==> src/hdl/sws_pkg.sv <==
package sws_pkg;

  localparam int SAMPLE_W   = 24;
  localparam int MEAN_W     = 24;
  localparam int VAR_W      = 49;
  localparam int MAD_W      = 25;
  localparam int RANGE_W    = 24;
  localparam int DIFF_W     = 25;
  localparam int OUT_DATA_W = 176;

  // reset statistics: variance 1.0 (16 frac bits), mean abs deviation 1.0 (8 frac bits)
  localparam logic [VAR_W-1:0] VAR_RESET = 49'd65536;
  localparam logic [MAD_W-1:0] MAD_RESET = 25'd256;

  typedef enum logic [2:0] {
    ST_IDLE,
    ST_UPD,
    ST_MSTART,
    ST_MEAN,
    ST_PASS,
    ST_DIV,
    ST_OUT
  } state_e;

endpackage

==> src/hdl/sliding_window_statistics_core.sv <==
// Sliding-window statistics over the last WINDOW samples.
//
// Input stream (s_axis): one signed 24-bit sample per transfer, 8 fraction bits.
// Output stream (m_axis): one result per input transfer, in order. tuser
// carries window_full; tdata carries mean, variance, mean abs deviation,
// range, rise over the tracked minimum and step from the previous sample.
//
// Samples are held in a WINDOW-deep RAM (registered read). While the
// window fills, a sample steps through read old slot, write, output and the
// statistics fields stay at their reset values. Once full, every sample runs a
// read-modify-write of its slot, a mean divide, a pass over all WINDOW entries
// (one RAM read per cycle, 4-stage pipe: read, deviation, square, accumulate)
// and the variance / abs-deviation divides. One sample is in flight at a time;
// s_axis_tready is high only when idle.
//
// Reset clears the fill count, running sum and minimum and restores the held
// statistics; the RAM needs no clearing as an entry is only used once written.
// A stalled receiver holds the result in the output register; the core can
// take and process the next sample meanwhile and waits only to hand it over.
module sliding_window_statistics_core
  import sws_pkg::*;
#(
  parameter int WINDOW = 8
) (
  input  logic                  clk_i,
  input  logic                  rst_ni,
  input  logic                  s_axis_tvalid_i,
  output logic                  s_axis_tready_o,
  input  logic [SAMPLE_W-1:0]   s_axis_tdata_i,   // [23:0] sample
  output logic                  m_axis_tvalid_o,
  input  logic                  m_axis_tready_i,
  // [23:0] window_mean, [72:24] window_variance, [97:73] mean_abs_deviation,
  // [121:98] window_range, [146:122] rise_over_min, [171:147] step_diff, rest 0
  output logic [OUT_DATA_W-1:0] m_axis_tdata_o,
  output logic [0:0]            m_axis_tuser_o    // [0] window_full
);

  localparam int LW    = $clog2(WINDOW);
  localparam int AW    = LW;
  localparam int CNT_W = $clog2(WINDOW + 1);
  localparam int SUM_W = SAMPLE_W + LW;
  localparam int SQ_W  = VAR_W + LW;
  localparam int AB_W  = MAD_W + LW;
  localparam logic [AW-1:0]    LAST_SLOT = AW'(WINDOW - 1);
  localparam logic [CNT_W-1:0] CNT_LAST  = CNT_W'(WINDOW - 1);
  localparam logic [CNT_W-1:0] CNT_FULL  = CNT_W'(WINDOW);

  state_e state_q, state_d;

  logic [CNT_W-1:0]           fill_q, fill_d;
  logic                       full_q, full_d;
  logic [AW-1:0]              slot_q, slot_d;
  logic signed [SUM_W-1:0]    sum_q, sum_d;
  logic signed [SAMPLE_W-1:0] tmin_q, tmin_d;
  logic signed [SAMPLE_W-1:0] prev_q, prev_d;
  logic signed [MEAN_W-1:0]   mean_q, mean_d;
  logic [VAR_W-1:0]           var_q, var_d;
  logic [MAD_W-1:0]           mad_q, mad_d;
  logic [RANGE_W-1:0]         range_q, range_d;
  logic [CNT_W-1:0]           pass_cnt_q, pass_cnt_d;
  logic                       out_vld_q, out_vld_d;
  logic                       out_full_q;
  logic                       out_load;

  // per-item payload
  logic signed [SAMPLE_W-1:0] sample_q;
  logic signed [DIFF_W-1:0]   step_q;
  logic signed [DIFF_W-1:0]   rise_q;
  logic                       rise_late_q;  // rise taken against the rescanned minimum

  // pass pipeline
  logic                       r_vld_q, a_vld_q, b_vld_q;
  logic [MAD_W-1:0]           m_q;
  logic [VAR_W-1:0]           prod_q;
  logic [SQ_W-1:0]            sq_acc_q;
  logic [AB_W-1:0]            ab_acc_q;
  logic signed [SAMPLE_W-1:0] lo_q, hi_q;

  // output register payload
  logic signed [MEAN_W-1:0]   o_mean_q;
  logic [VAR_W-1:0]           o_var_q;
  logic [MAD_W-1:0]           o_mad_q;
  logic [RANGE_W-1:0]         o_range_q;
  logic signed [DIFF_W-1:0]   o_rise_q;
  logic signed [DIFF_W-1:0]   o_step_q;

  // RAM
  logic                ram_we, ram_re;
  logic [AW-1:0]       ram_raddr;
  logic [SAMPLE_W-1:0] ram_rdata;
  logic signed [SAMPLE_W-1:0] rd_s;

  // dividers
  logic                mdiv_start, sdiv_start;
  logic                mdiv_done, vdiv_done, adiv_done;
  logic [SUM_W-1:0]    mdiv_num, mdiv_quo;
  logic [SQ_W-1:0]     vdiv_quo;
  logic [AB_W-1:0]     adiv_quo;
  logic [MEAN_W-1:0]   mq;

  logic                       in_xfer;
  logic signed [SAMPLE_W-1:0] in_sample;
  logic signed [DIFF_W-1:0]   dev;

  assign in_sample = $signed(s_axis_tdata_i);
  assign in_xfer   = s_axis_tvalid_i && s_axis_tready_o;
  assign rd_s      = $signed(ram_rdata);
  assign mdiv_num  = sum_q[SUM_W-1] ? SUM_W'(-sum_q) : SUM_W'(sum_q);
  assign mq        = mdiv_quo[MEAN_W-1:0];

  sws_ram #(
    .WIDTH (SAMPLE_W),
    .DEPTH (WINDOW)
  ) u_ram (
    .clk_i   (clk_i),
    .we_i    (ram_we),
    .waddr_i (slot_q),
    .wdata_i (sample_q),
    .re_i    (ram_re),
    .raddr_i (ram_raddr),
    .rdata_o (ram_rdata)
  );

  sws_cdiv #(
    .NUM_W   (SUM_W),
    .DIVISOR (WINDOW)
  ) u_mdiv (
    .clk_i   (clk_i),
    .rst_ni  (rst_ni),
    .start_i (mdiv_start),
    .num_i   (mdiv_num),
    .done_o  (mdiv_done),
    .quo_o   (mdiv_quo)
  );

  sws_cdiv #(
    .NUM_W   (SQ_W),
    .DIVISOR (WINDOW)
  ) u_vdiv (
    .clk_i   (clk_i),
    .rst_ni  (rst_ni),
    .start_i (sdiv_start),
    .num_i   (sq_acc_q),
    .done_o  (vdiv_done),
    .quo_o   (vdiv_quo)
  );

  sws_cdiv #(
    .NUM_W   (AB_W),
    .DIVISOR (WINDOW)
  ) u_adiv (
    .clk_i   (clk_i),
    .rst_ni  (rst_ni),
    .start_i (sdiv_start),
    .num_i   (ab_acc_q),
    .done_o  (adiv_done),
    .quo_o   (adiv_quo)
  );

  // ---------------------------------------------------------------------------
  // Sequencer
  // ---------------------------------------------------------------------------
  always_comb begin
    state_d    = state_q;
    fill_d     = fill_q;
    full_d     = full_q;
    slot_d     = slot_q;
    sum_d      = sum_q;
    tmin_d     = tmin_q;
    prev_d     = prev_q;
    mean_d     = mean_q;
    var_d      = var_q;
    mad_d      = mad_q;
    range_d    = range_q;
    pass_cnt_d = pass_cnt_q;
    out_vld_d  = out_vld_q && !m_axis_tready_i;
    out_load   = 1'b0;
    ram_we     = 1'b0;
    ram_re     = 1'b0;
    ram_raddr  = slot_q;
    mdiv_start = 1'b0;
    sdiv_start = 1'b0;

    unique case (state_q)
      ST_IDLE: begin
        if (s_axis_tvalid_i) begin
          // fetch the entry about to be overwritten
          ram_re = 1'b1;
          prev_d = in_sample;
          if (fill_q == '0) begin
            tmin_d = in_sample;
          end
          state_d = ST_UPD;
        end
      end
      ST_UPD: begin
        ram_we = 1'b1;
        slot_d = (slot_q == LAST_SLOT) ? '0 : slot_q + 1'b1;
        if (full_q) begin
          sum_d   = sum_q + {{LW{sample_q[SAMPLE_W-1]}}, sample_q}
                          - {{LW{rd_s[SAMPLE_W-1]}}, rd_s};
          state_d = ST_MSTART;
        end else begin
          sum_d  = sum_q + {{LW{sample_q[SAMPLE_W-1]}}, sample_q};
          fill_d = fill_q + 1'b1;
          if (fill_q == CNT_LAST) begin
            full_d  = 1'b1;
            state_d = ST_MSTART;
          end else begin
            state_d = ST_OUT;
          end
        end
      end
      ST_MSTART: begin
        mdiv_start = 1'b1;
        state_d    = ST_MEAN;
      end
      ST_MEAN: begin
        if (mdiv_done) begin
          // truncate toward zero: divide the magnitude, restore the sign
          mean_d     = sum_q[SUM_W-1] ? $signed(-mq) : $signed(mq);
          pass_cnt_d = '0;
          state_d    = ST_PASS;
        end
      end
      ST_PASS: begin
        if (pass_cnt_q != CNT_FULL) begin
          ram_re     = 1'b1;
          ram_raddr  = pass_cnt_q[AW-1:0];
          pass_cnt_d = pass_cnt_q + 1'b1;
        end else if (!r_vld_q && !a_vld_q && !b_vld_q) begin
          sdiv_start = 1'b1;
          tmin_d     = lo_q;
          range_d    = RANGE_W'(hi_q - lo_q);
          state_d    = ST_DIV;
        end
      end
      ST_DIV: begin
        // the variance divide never finishes before the abs-deviation divide
        if (vdiv_done) begin
          var_d   = vdiv_quo[VAR_W-1:0];
          state_d = ST_OUT;
        end
      end
      ST_OUT: begin
        if (!out_vld_q || m_axis_tready_i) begin
          out_load  = 1'b1;
          out_vld_d = 1'b1;
          state_d   = ST_IDLE;
        end
      end
      default: begin
        state_d = ST_IDLE;
      end
    endcase

    if (adiv_done) begin
      mad_d = adiv_quo[MAD_W-1:0];
    end
  end

  always_ff @(posedge clk_i or negedge rst_ni) begin
    if (!rst_ni) begin
      state_q    <= ST_IDLE;
      fill_q     <= '0;
      full_q     <= 1'b0;
      slot_q     <= '0;
      sum_q      <= '0;
      tmin_q     <= '0;
      prev_q     <= '0;
      mean_q     <= '0;
      var_q      <= VAR_RESET;
      mad_q      <= MAD_RESET;
      range_q    <= '0;
      pass_cnt_q <= '0;
      out_vld_q  <= 1'b0;
      out_full_q <= 1'b0;
      r_vld_q    <= 1'b0;
      a_vld_q    <= 1'b0;
      b_vld_q    <= 1'b0;
    end else begin
      state_q    <= state_d;
      fill_q     <= fill_d;
      full_q     <= full_d;
      slot_q     <= slot_d;
      sum_q      <= sum_d;
      tmin_q     <= tmin_d;
      prev_q     <= prev_d;
      mean_q     <= mean_d;
      var_q      <= var_d;
      mad_q      <= mad_d;
      range_q    <= range_d;
      pass_cnt_q <= pass_cnt_d;
      out_vld_q  <= out_vld_d;
      r_vld_q    <= ram_re && (state_q == ST_PASS);
      a_vld_q    <= r_vld_q;
      b_vld_q    <= a_vld_q;
      if (out_load) begin
        out_full_q <= full_q;
      end
    end
  end

  // ---------------------------------------------------------------------------
  // Datapath
  // ---------------------------------------------------------------------------
  assign dev = {rd_s[SAMPLE_W-1], rd_s} - {mean_q[MEAN_W-1], mean_q};

  always_ff @(posedge clk_i) begin
    if (in_xfer) begin
      sample_q <= in_sample;
      step_q   <= (fill_q == '0) ? '0
                : {in_sample[SAMPLE_W-1], in_sample} - {prev_q[SAMPLE_W-1], prev_q};
    end

    // rise over min: before the recompute while filling (the sample that
    // fills the window included), after it once full
    if (state_q == ST_UPD) begin
      rise_late_q <= full_q;
    end
    if (state_q == ST_UPD && !full_q) begin
      rise_q <= {sample_q[SAMPLE_W-1], sample_q} - {tmin_q[SAMPLE_W-1], tmin_q};
    end else if (sdiv_start && rise_late_q) begin
      rise_q <= {sample_q[SAMPLE_W-1], sample_q} - {lo_q[SAMPLE_W-1], lo_q};
    end

    // pass pipeline: deviation, square, accumulate
    if (state_q == ST_MEAN && mdiv_done) begin
      sq_acc_q <= '0;
      ab_acc_q <= '0;
      lo_q     <= {1'b0, {(SAMPLE_W-1){1'b1}}};
      hi_q     <= {1'b1, {(SAMPLE_W-1){1'b0}}};
    end else begin
      if (r_vld_q) begin
        m_q <= dev[DIFF_W-1] ? MAD_W'(-dev) : MAD_W'(dev);
        if (rd_s < lo_q) begin
          lo_q <= rd_s;
        end
        if (rd_s > hi_q) begin
          hi_q <= rd_s;
        end
      end
      if (a_vld_q) begin
        prod_q   <= VAR_W'(m_q * m_q);
        ab_acc_q <= ab_acc_q + AB_W'(m_q);
      end
      if (b_vld_q) begin
        sq_acc_q <= sq_acc_q + SQ_W'(prod_q);
      end
    end

    if (out_load) begin
      o_mean_q  <= mean_q;
      o_var_q   <= var_q;
      o_mad_q   <= mad_q;
      o_range_q <= range_q;
      o_rise_q  <= rise_q;
      o_step_q  <= step_q;
    end
  end

  assign s_axis_tready_o   = (state_q == ST_IDLE);
  assign m_axis_tvalid_o   = out_vld_q;
  assign m_axis_tuser_o[0] = out_full_q;
  assign m_axis_tdata_o    = {4'b0000, o_step_q, o_rise_q, o_range_q, o_mad_q, o_var_q,
                              o_mean_q};

endmodule

==> src/hdl/sws_ram.sv <==
module sws_ram #(
  parameter int WIDTH = 24,
  parameter int DEPTH = 8
) (
  input  logic                     clk_i,
  input  logic                     we_i,
  input  logic [$clog2(DEPTH)-1:0] waddr_i,
  input  logic [WIDTH-1:0]         wdata_i,
  input  logic                     re_i,
  input  logic [$clog2(DEPTH)-1:0] raddr_i,
  output logic [WIDTH-1:0]         rdata_o
);

  logic [WIDTH-1:0] mem_q [DEPTH];
  logic [WIDTH-1:0] rdata_q;

  always_ff @(posedge clk_i) begin
    if (we_i) begin
      mem_q[waddr_i] <= wdata_i;
    end
    if (re_i) begin
      rdata_q <= mem_q[raddr_i];
    end
  end

  assign rdata_o = rdata_q;

endmodule

==> src/hdl/sws_cdiv.sv <==
// Unsigned divide by a constant. Power-of-two divisors use a registered shift;
// others run a long division, 8 quotient bits per cycle.
module sws_cdiv #(
  parameter int NUM_W   = 27,
  parameter int DIVISOR = 8
) (
  input  logic             clk_i,
  input  logic             rst_ni,
  input  logic             start_i,
  input  logic [NUM_W-1:0] num_i,
  output logic             done_o,
  output logic [NUM_W-1:0] quo_o
);

  localparam bit IS_POW2 = ((DIVISOR & (DIVISOR - 1)) == 0);

  if (IS_POW2) begin : g_shift
    localparam int SH = $clog2(DIVISOR);

    logic             done_q;
    logic [NUM_W-1:0] quo_q;

    always_ff @(posedge clk_i or negedge rst_ni) begin
      if (!rst_ni) begin
        done_q <= 1'b0;
      end else begin
        done_q <= start_i;
      end
    end

    always_ff @(posedge clk_i) begin
      if (start_i) begin
        quo_q <= num_i >> SH;
      end
    end

    assign done_o = done_q;
    assign quo_o  = quo_q;

  end else begin : g_long
    localparam int STEPS = (NUM_W + 7) / 8;
    localparam int PAD_W = STEPS * 8;
    localparam int RW    = $clog2(DIVISOR) + 1;
    localparam int CW    = $clog2(STEPS + 1);
    localparam logic [RW-1:0] DIV_R = RW'(DIVISOR);

    logic [PAD_W-1:0] num_q, num_d;
    logic [RW-1:0]    rem_q, rem_d;
    logic [CW-1:0]    cnt_q;
    logic             done_q;

    // 8 restoring steps; quotient bits shift in at the bottom of num
    always_comb begin
      num_d = num_q;
      rem_d = rem_q;
      for (int i = 0; i < 8; i++) begin
        rem_d = {rem_d[RW-2:0], num_d[PAD_W-1]};
        num_d = {num_d[PAD_W-2:0], 1'b0};
        if (rem_d >= DIV_R) begin
          rem_d    = rem_d - DIV_R;
          num_d[0] = 1'b1;
        end
      end
    end

    always_ff @(posedge clk_i or negedge rst_ni) begin
      if (!rst_ni) begin
        cnt_q  <= '0;
        done_q <= 1'b0;
      end else if (start_i) begin
        cnt_q  <= CW'(STEPS);
        done_q <= 1'b0;
      end else if (cnt_q != '0) begin
        cnt_q  <= cnt_q - 1'b1;
        done_q <= (cnt_q == CW'(1));
      end else begin
        done_q <= 1'b0;
      end
    end

    always_ff @(posedge clk_i) begin
      if (start_i) begin
        num_q <= PAD_W'(num_i);
        rem_q <= '0;
      end else if (cnt_q != '0) begin
        num_q <= num_d;
        rem_q <= rem_d;
      end
    end

    assign done_o = done_q;
    assign quo_o  = num_q[NUM_W-1:0];
  end

endmodule

==> config.mk <==
export PLATFORM = sky130hd
export DESIGN_NAME = sliding_window_statistics_core
export DESIGN_NICKNAME = d
export VERILOG_FILES = /design/src/hdl/sws_pkg.sv /design/src/hdl/sliding_window_statistics_core.sv /design/src/hdl/sws_ram.sv /design/src/hdl/sws_cdiv.sv
export SDC_FILE = /design/constraint.sdc
export NUM_CORES = 2
export LEC_CHECK = 0
export ABC_AREA = 1
export BUFFER_PORTS_ARGS = -buffer_cell sky130_fd_sc_hd__buf_4
export CAP_MARGIN = 20
export CORE_MARGIN = 2
export CORE_UTILIZATION = 25
export CTS_BUF_LIST = sky130_fd_sc_hd__clkbuf_8
export CTS_CLUSTER_DIAMETER = 100
export DETAILED_ROUTE_END_ITERATION = 10
export GPL_ROUTABILITY_DRIVEN = 1
export PLACE_DENSITY_LB_ADDON = 0.2
export SLEW_MARGIN = 20
export SYNTH_ARGS = -nofsm -noshare
export SYNTH_HDL_FRONTEND = slang
export SYNTH_SLANG_ARGS = --single-unit
==> constraint.sdc <==
create_clock -name clk_i -period 24 [get_ports clk_i]
set_input_delay 2.4 -clock clk_i [delete_from_list [all_inputs] [get_ports clk_i]]
set_output_delay 2.4 -clock clk_i [all_outputs]
set_load 0.02 [all_outputs]
After elaboration in Yosys (flattened, before gate mapping)
Memory sizes are Yosys's and may differ from the RTL's. A register that Yosys moved wholly into a read port is not among the register bits.
Cells that the tools add are included.
Widths: inputs -> output; s select.
{"block": "word_totals", "ram_bits": 192, "latch_bits": 0, "reg_bits": 766, "in_bits": 28, "rom_bits": 0, "mem_count": 1, "wordCells": 153, "output_inout_bits": 179}
{"block": "classes", "eq_ne": 17, "magnitude_cmp": 2, "n_shift": 0, "add_sub_neg": 15, "reduce_logical": 32, "mux": 42, "div_mod_pow": 0, "multipliers": 1, "bitwise": 3}
{"memory": "u_ram.mem_q", "words": 8, "width": 24, "read_ports": 1, "rd_clocked_by_memory_dff": 1, "wr": 1, "line": "sws_ram.sv:14", "text": "logic [WIDTH-1:0] mem_q [DEPTH];"}
{"op": "$mux 24", "n": 6}
{"op": "$sub 24x24->25", "n": 4}
{"op": "$add 52x49->52", "n": 1}
{"op": "$mux 25", "n": 2}
{"op": "$mul 25x25->49", "n": 1}
{"op": "$pmux 24 s2", "n": 1}
{"op": "$mux 3", "n": 11}
{"op": "$add 28x25->28", "n": 1}
{"op": "$add 27x27->27", "n": 1}
{"op": "$mux 27", "n": 1}
{"op": "$neg 27->27", "n": 1}
{"op": "$sub 27x27->27", "n": 1}
{"op": "$mux 26", "n": 1}
{"op": "$neg 25->25", "n": 1}
{"op": "$gt 24x24->1", "n": 1}
{"op": "$lt 24x24->1", "n": 1}
{"op": "$neg 24->24", "n": 1}
{"op": "$sub 24x24->24", "n": 1}
{"op": "$pmux 3 s7", "n": 1}
{"op": "$reduce_and 2->1", "n": 8}
{"op": "$mux 1", "n": 15}
{"op": "$eq 3x3->1 const B", "n": 4}
{"op": "$ne 2x2->1 const B", "n": 5}
{"op": "$add 4x1->4 const B", "n": 2}
{"op": "other kinds (19)", "n": 40}

Longest topological paths before layout
{"block": "logic_depth", "word_depth": 9, "mapped_depth": 30, "mapped_depth_nobuf": 28}

Hierarchy
A second synthesis with hierarchy kept.
{"block": "unflattened", "hier_cells": 8176, "hier_area_um2": 70727.8}
{"module": "sliding_window_statistics_core", "n_inst": 1, "seq_area_each_um2": 17604.4, "area_per_inst_um2": 58484.8, "cells_per_inst": 7191}
{"module": "sws_ram", "n_inst": 1, "seq_area_each_um2": 6486.2, "area_per_inst_um2": 9146.3, "cells_per_inst": 872}
{"module": "sws_cdiv at u_vdiv", "n_inst": 1, "seq_area_each_um2": 1496.4, "area_per_inst_um2": 1522.7, "cells_per_inst": 54}
{"module": "sws_cdiv at u_adiv", "n_inst": 1, "seq_area_each_um2": 775.7, "area_per_inst_um2": 802.0, "cells_per_inst": 30}
{"module": "sws_cdiv at u_mdiv", "n_inst": 1, "seq_area_each_um2": 745.7, "area_per_inst_um2": 772.0, "cells_per_inst": 29}

Least setup slack after synthesis
OpenSTA, ideal clock, no wires.
{"block": "synth_timing", "path_kind": "input-to-reg", "startpoint": "input port m_axis_tready_i", "endpoint": "register out_full_q, in the netlist m_axis_tuser_o", "setup_ns": 0.443, "setup_slack_ns": 13.615, "cell_stages": 3, "n_path_buf": 0, "required_time_ns": 23.557, "t_arrival_ns": 9.942, "cell_sequence": "nor2_1 > nor2_1 > a21oi_1"}
{"block": "synth_between", "elab_chain_cells": 3}
{"element": "start, declared", "line": "sliding_window_statistics_core.sv:31", "text": "input logic m_axis_tready_i,"}
{"element": "$logic_or 1x1->1", "line": "sliding_window_statistics_core.sv:246", "text": "if (!out_vld_q || m_axis_tready_i) begin"}
{"element": "$mux 1", "line": "sliding_window_statistics_core.sv:246"}
{"element": "$mux 1", "line": "sliding_window_statistics_core.sv:184", "text": "unique case (state_q)"}
{"element": "via out_load", "line": "sliding_window_statistics_core.sv:63", "text": "logic out_load;"}
{"element": "end signal, assigned", "line": "sliding_window_statistics_core.sv:299", "text": "out_full_q <= full_q;"}
{"element": "end, declared", "line": "sliding_window_statistics_core.sv:62", "text": "logic out_full_q;"}
The timed path passes the listed nets, and every way through them passes these cells.
A chain may end at the register's enable or synchronous reset.

Worst setup path in the final report
{"block": "layout_timing", "startpoint": "register m_q[19]", "endpoint": "register prod_q[41] (data pin)"}
{"block": "layout_between", "elab_chain_cells": 1}
{"element": "start, declared", "line": "sliding_window_statistics_core.sv:73", "text": "logic [MAD_W-1:0] m_q;"}
{"element": "start signal, assigned", "line": "sliding_window_statistics_core.sv:335", "text": "m_q <= dev[DIFF_W-1] ? MAD_W'(-dev) : MAD_W'(dev);"}
{"element": "$mul 25x25->49", "line": "sliding_window_statistics_core.sv:344", "text": "prod_q <= VAR_W'(m_q * m_q);"}
{"element": "end signal, assigned", "line": "sliding_window_statistics_core.sv:344"}
{"element": "end, declared", "line": "sliding_window_statistics_core.sv:74", "text": "logic [VAR_W-1:0] prod_q;"}
No other way between the ends.

==> summary.md <==
- **outcome** completed
- **number of setup violations in the final report** 0
- **Top FF cell, synth** sky130_fd_sc_hd__edfxtp_1
- **average routed wire per standard cell** 19.5 µm
- **cells on worst reg2reg path** 23
- **total die area** 283000 µm²
- **Cell Area, Synth** 69600 µm²
- **setup repair after global routing missed its margin** false
- **number of top-level pins** 207
- **total via count in the routed design** 54.0k
- **share of final-layout standard cells stronger than drive strength 1** 0.0745
- **Least-Margin Pin Slew** 1.07 ns
- **worst clock skew on the final layout** 0.140 ns
- **core area** 277000 µm²
- **number of global-route vias before repair** 54.9k
- **Site Rows** 193
- **terminus of the critical flop-to-flop path** prod_q[41]$_DFFE_PP_
- **Die Y** 532 µm
- **worst relative slew slack** 0.281
- **area growth from synthesis to layout** 13.5%
- **global router's overall resource usage** 0.163
- **total negative slack for setup checks** 0 ns
- **IO Port Bufs** 202
- **minimum setup slack among reg-to-reg paths** 17.09 ns
- **GPL Wtd Cong** 0.903
- **via/cell ratio** 4.48
- **data required time of the critical path** 24.60 ns
- **most heavily used metal layer in global routing** met2
- **sequential element share of the synthesized area** 0.389
- **total wirelength of the detailed-routed design** 235000 µm
- **met3 track demand over resource** 0.0211
- **class of the worst hold path** register to register
- **Post-CTS Setup Bufs** 0
- **average size of a mapped cell** 8.77 µm²
- **Netlist cell types** 61
- **pin count of the biggest net entering global routing** 128
- **most frequent cells in the layout** sky130_fd_sc_hd__nand2_1, sky130_fd_sc_hd__inv_1, sky130_fd_sc_hd__edfxtp_1, sky130_fd_sc_hd__nor2_1, sky130_fd_sc_hd__o21ai_0
- **DIE WIDTH** 532 µm
- **grt ovf** 0
- **fraction of met1 tracks used by global routing** 0.218
- **hold-critical path endpoint** o_step_q[1]$_DFFE_PP_
- **cell depth of the worst min-delay path** 0
- **cts bufs inserted** 183
- **antenna violations before repair** 14
- **number of synthesized flops with an enable pin** 634
- **RR Startpoint** m_q[19]$_DFFE_PP_
- **minimum clock period after layout** 6.91 ns
- **drt initial violations** 3407
- **minimum setup slack in the final design** 17.09 ns
- **most common library cell in the layout ignoring fill and taps** sky130_fd_sc_hd__nand2_1
- **startpoint-to-endpoint class of the critical path** register to register
- **post-detailed-route count of antenna-violating nets** 0
- **met2 global-route usage** 0.275
- **cell at the root of the clock tree** sky130_fd_sc_hd__clkbuf_8
- **Ys Warns** 0
- **DR DRC count** 0
- **# Max-Cap Violations** 0
- **CTS Hold Buffers Added** 0
- **Seq cells post-synth** 981
- **TritonCTS clock tree** built
- **clock transition time at the flip-flop clock pins of the worst setup and hold paths** 0.06 ns
- **fin nets** 9151
- **buffer levels on the longest clock path** 4
- **Area contributors post-synth** sky130_fd_sc_hd__edfxtp_1, sky130_fd_sc_hd__fa_1, sky130_fd_sc_hd__nand2_1
- **Synth top area share** 0.273
- **count of TritonRoute iterations in the first routing pass** 6
- **insertion delay to the later sink of the worst-skew pair** 0.96 ns
- **critical path fanouts, max** 26
- **Hold Fails Final Rpt** 0
- **highest achievable clock rate** 0.145 GHz
- **cell count after synthesis** 7939
- **startpoint type of the worst setup path** register
- **clock net sink count** 981
- **crit share post-route** 0.288
- **Initial Util** 0.252
- **worst hold path startpoint** step_q[1]$_SDFFCE_PN0P_
- **Pins Over Slew Limit** 0
- **critical path capture point type** register
- **number of H-tree levels** 4
- **HPWL Detailed** 183000 µm
- **post-synthesis async set-or-reset flop share** 0.223
- **Worst Setup Slack post-DPL** 17.08 ns
- **post-cts repair resize count** 0
- **cell type contributing the most total cell area after synthesis** sky130_fd_sc_hd__edfxtp_1
- **CP arrival** 7.51 ns
- **wire length of the first global-routing pass** 352000 µm
kinds of logic (layout without fill, tap and decap cells):
logic type | count (synthesis) | after routing | share of synthesized area
muxes | 50 | 50 | 0.00807
xor gates and xnor gates | 220 | 220 | 0.0279
AOI/OAI and AO/OA | 1239 | 1239 | 0.0983
and+or+nand+nor | 2785 | 2785 | 0.163
other | 1 | 7 | 0.0000539
buffers and inverters | 1728 | 2118 | 0.0943
DFF | 981 | 981 | 0.389
adders and majority gates | 935 | 935 | 0.219
registers in the layout (all words and copies together) (netlist names), 25 cells and up:
| name | cells |
|---|---|
| u_ram.mem_q | 192 |
| sq_acc_q | 52 |
| o_var_q | 49 |
| u_vdiv.quo_o | 49 |
| var_q | 49 |
| prod_q | 48 |
| ab_acc_q | 28 |
| sum_q | 27 |
| m_q | 25 |
| mad_q | 25 |
| o_mad_q | 25 |
| o_rise_q | 25 |
| o_step_q | 25 |
| rise_q | 25 |
| step_q | 25 |
| u_adiv.quo_o | 25 |
critical path: stages, from the launching register on:
cell	delay (ns)
sky130_fd_sc_hd__edfxtp_1	0.32
sky130_fd_sc_hd__buf_4	0.41
sky130_fd_sc_hd__nand2_1	0.15
sky130_fd_sc_hd__fa_1	0.56
sky130_fd_sc_hd__inv_1	0.08
sky130_fd_sc_hd__fa_1	0.50
sky130_fd_sc_hd__fa_1	0.55
sky130_fd_sc_hd__inv_1	0.05
sky130_fd_sc_hd__fa_1	0.50
sky130_fd_sc_hd__inv_1	0.05
sky130_fd_sc_hd__fa_1	0.50
sky130_fd_sc_hd__fa_1	0.50
sky130_fd_sc_hd__inv_1	0.06
sky130_fd_sc_hd__fa_1	0.47
sky130_fd_sc_hd__inv_1	0.05
sky130_fd_sc_hd__ha_1	0.38
sky130_fd_sc_hd__a21oi_1	0.35
sky130_fd_sc_hd__nor2_1	0.07
sky130_fd_sc_hd__nor2_1	0.20
sky130_fd_sc_hd__a21boi_0	0.22
sky130_fd_sc_hd__nand3_1	0.21
sky130_fd_sc_hd__nand2_1	0.15
sky130_fd_sc_hd__o21ai_0	0.10
sky130_fd_sc_hd__xor2_1	0.15
metal layers:
metal  share of wire  up-vias
met1            0.46    26300
li1                -    26100
met4           0.027        2
met5        0.000055        -
met3           0.042      305
met2            0.47     1283
area by class of cell:
| class | instances | area (µm²) |
|---|---|---|
| multi-input cells | 5233 | 36100 |
| fillers | 29800 | 198000 |
| clock inverters | 131 | 747 |
| flip-flops and latches | 981 | 27100 |
| repair buffers | 270 | 2050 |
| well taps | 3705 | 4640 |
| inverters | 1519 | 5710 |
| diodes | 3 | 7.51 |
| clock buffers | 198 | 2730 |
through the flow:
step                       util  hold WS, ns  cells  area (µm²)
final                     0.285        0.360  12000       79000
after global placement    0.273        0.404  11700       75500
after CTS                 0.285        0.365  12000       79000
after detailed placement  0.273        0.405  11700       75500
after global routing      0.285        0.384  12000       79000
after floorplan               -        0.352   7942       69600
synth_stat cells (18+ instances only):
cell                       number
sky130_fd_sc_hd__o21ai_1       27
sky130_fd_sc_hd__nor3_1        66
sky130_fd_sc_hd__buf_1         18
sky130_fd_sc_hd__o21ai_0      538
sky130_fd_sc_hd__clkbuf_1     159
sky130_fd_sc_hd__a31oi_1       32
sky130_fd_sc_hd__inv_1       1508
sky130_fd_sc_hd__edfxtp_1     634
sky130_fd_sc_hd__nand3_1      303
sky130_fd_sc_hd__xnor2_1       69
sky130_fd_sc_hd__a21boi_0      18
sky130_fd_sc_hd__dfrtp_1      217
sky130_fd_sc_hd__o21bai_1      83
sky130_fd_sc_hd__nand2_1     1617
sky130_fd_sc_hd__o211ai_1      19
sky130_fd_sc_hd__a21oi_1      388
sky130_fd_sc_hd__nand4_1      101
sky130_fd_sc_hd__ha_1         462
sky130_fd_sc_hd__fa_1         473
sky130_fd_sc_hd__dfxtp_1      128
sky130_fd_sc_hd__mux2_2        49
sky130_fd_sc_hd__o21a_1        19
sky130_fd_sc_hd__xor2_1       150
sky130_fd_sc_hd__o22ai_1       56
sky130_fd_sc_hd__nor2_1       640
sky130_fd_sc_hd__a21o_1        28
worst max path at each step:
stage                            startpoint                    endpoint  slack, ns
final                     m_q[19]$_DFFE_PP_        prod_q[41]$_DFFE_PP_      17.09
after global routing      m_q[22]$_DFFE_PP_        prod_q[37]$_DFFE_PP_      16.66
after CTS                 m_q[22]$_DFFE_PP_        prod_q[37]$_DFFE_PP_      17.00
after detailed placement  m_q[22]$_DFFE_PP_        prod_q[37]$_DFFE_PP_      17.08
after global placement    m_q[22]$_DFFE_PP_        prod_q[37]$_DFFE_PP_      16.98
after floorplan             m_axis_tready_i  m_axis_tuser_o$_DFFE_PN0P_      13.61
Power is left out: the tool's default activity adds up to more than one toggle a clock period on the data nets, which glitch-free logic cannot reach.
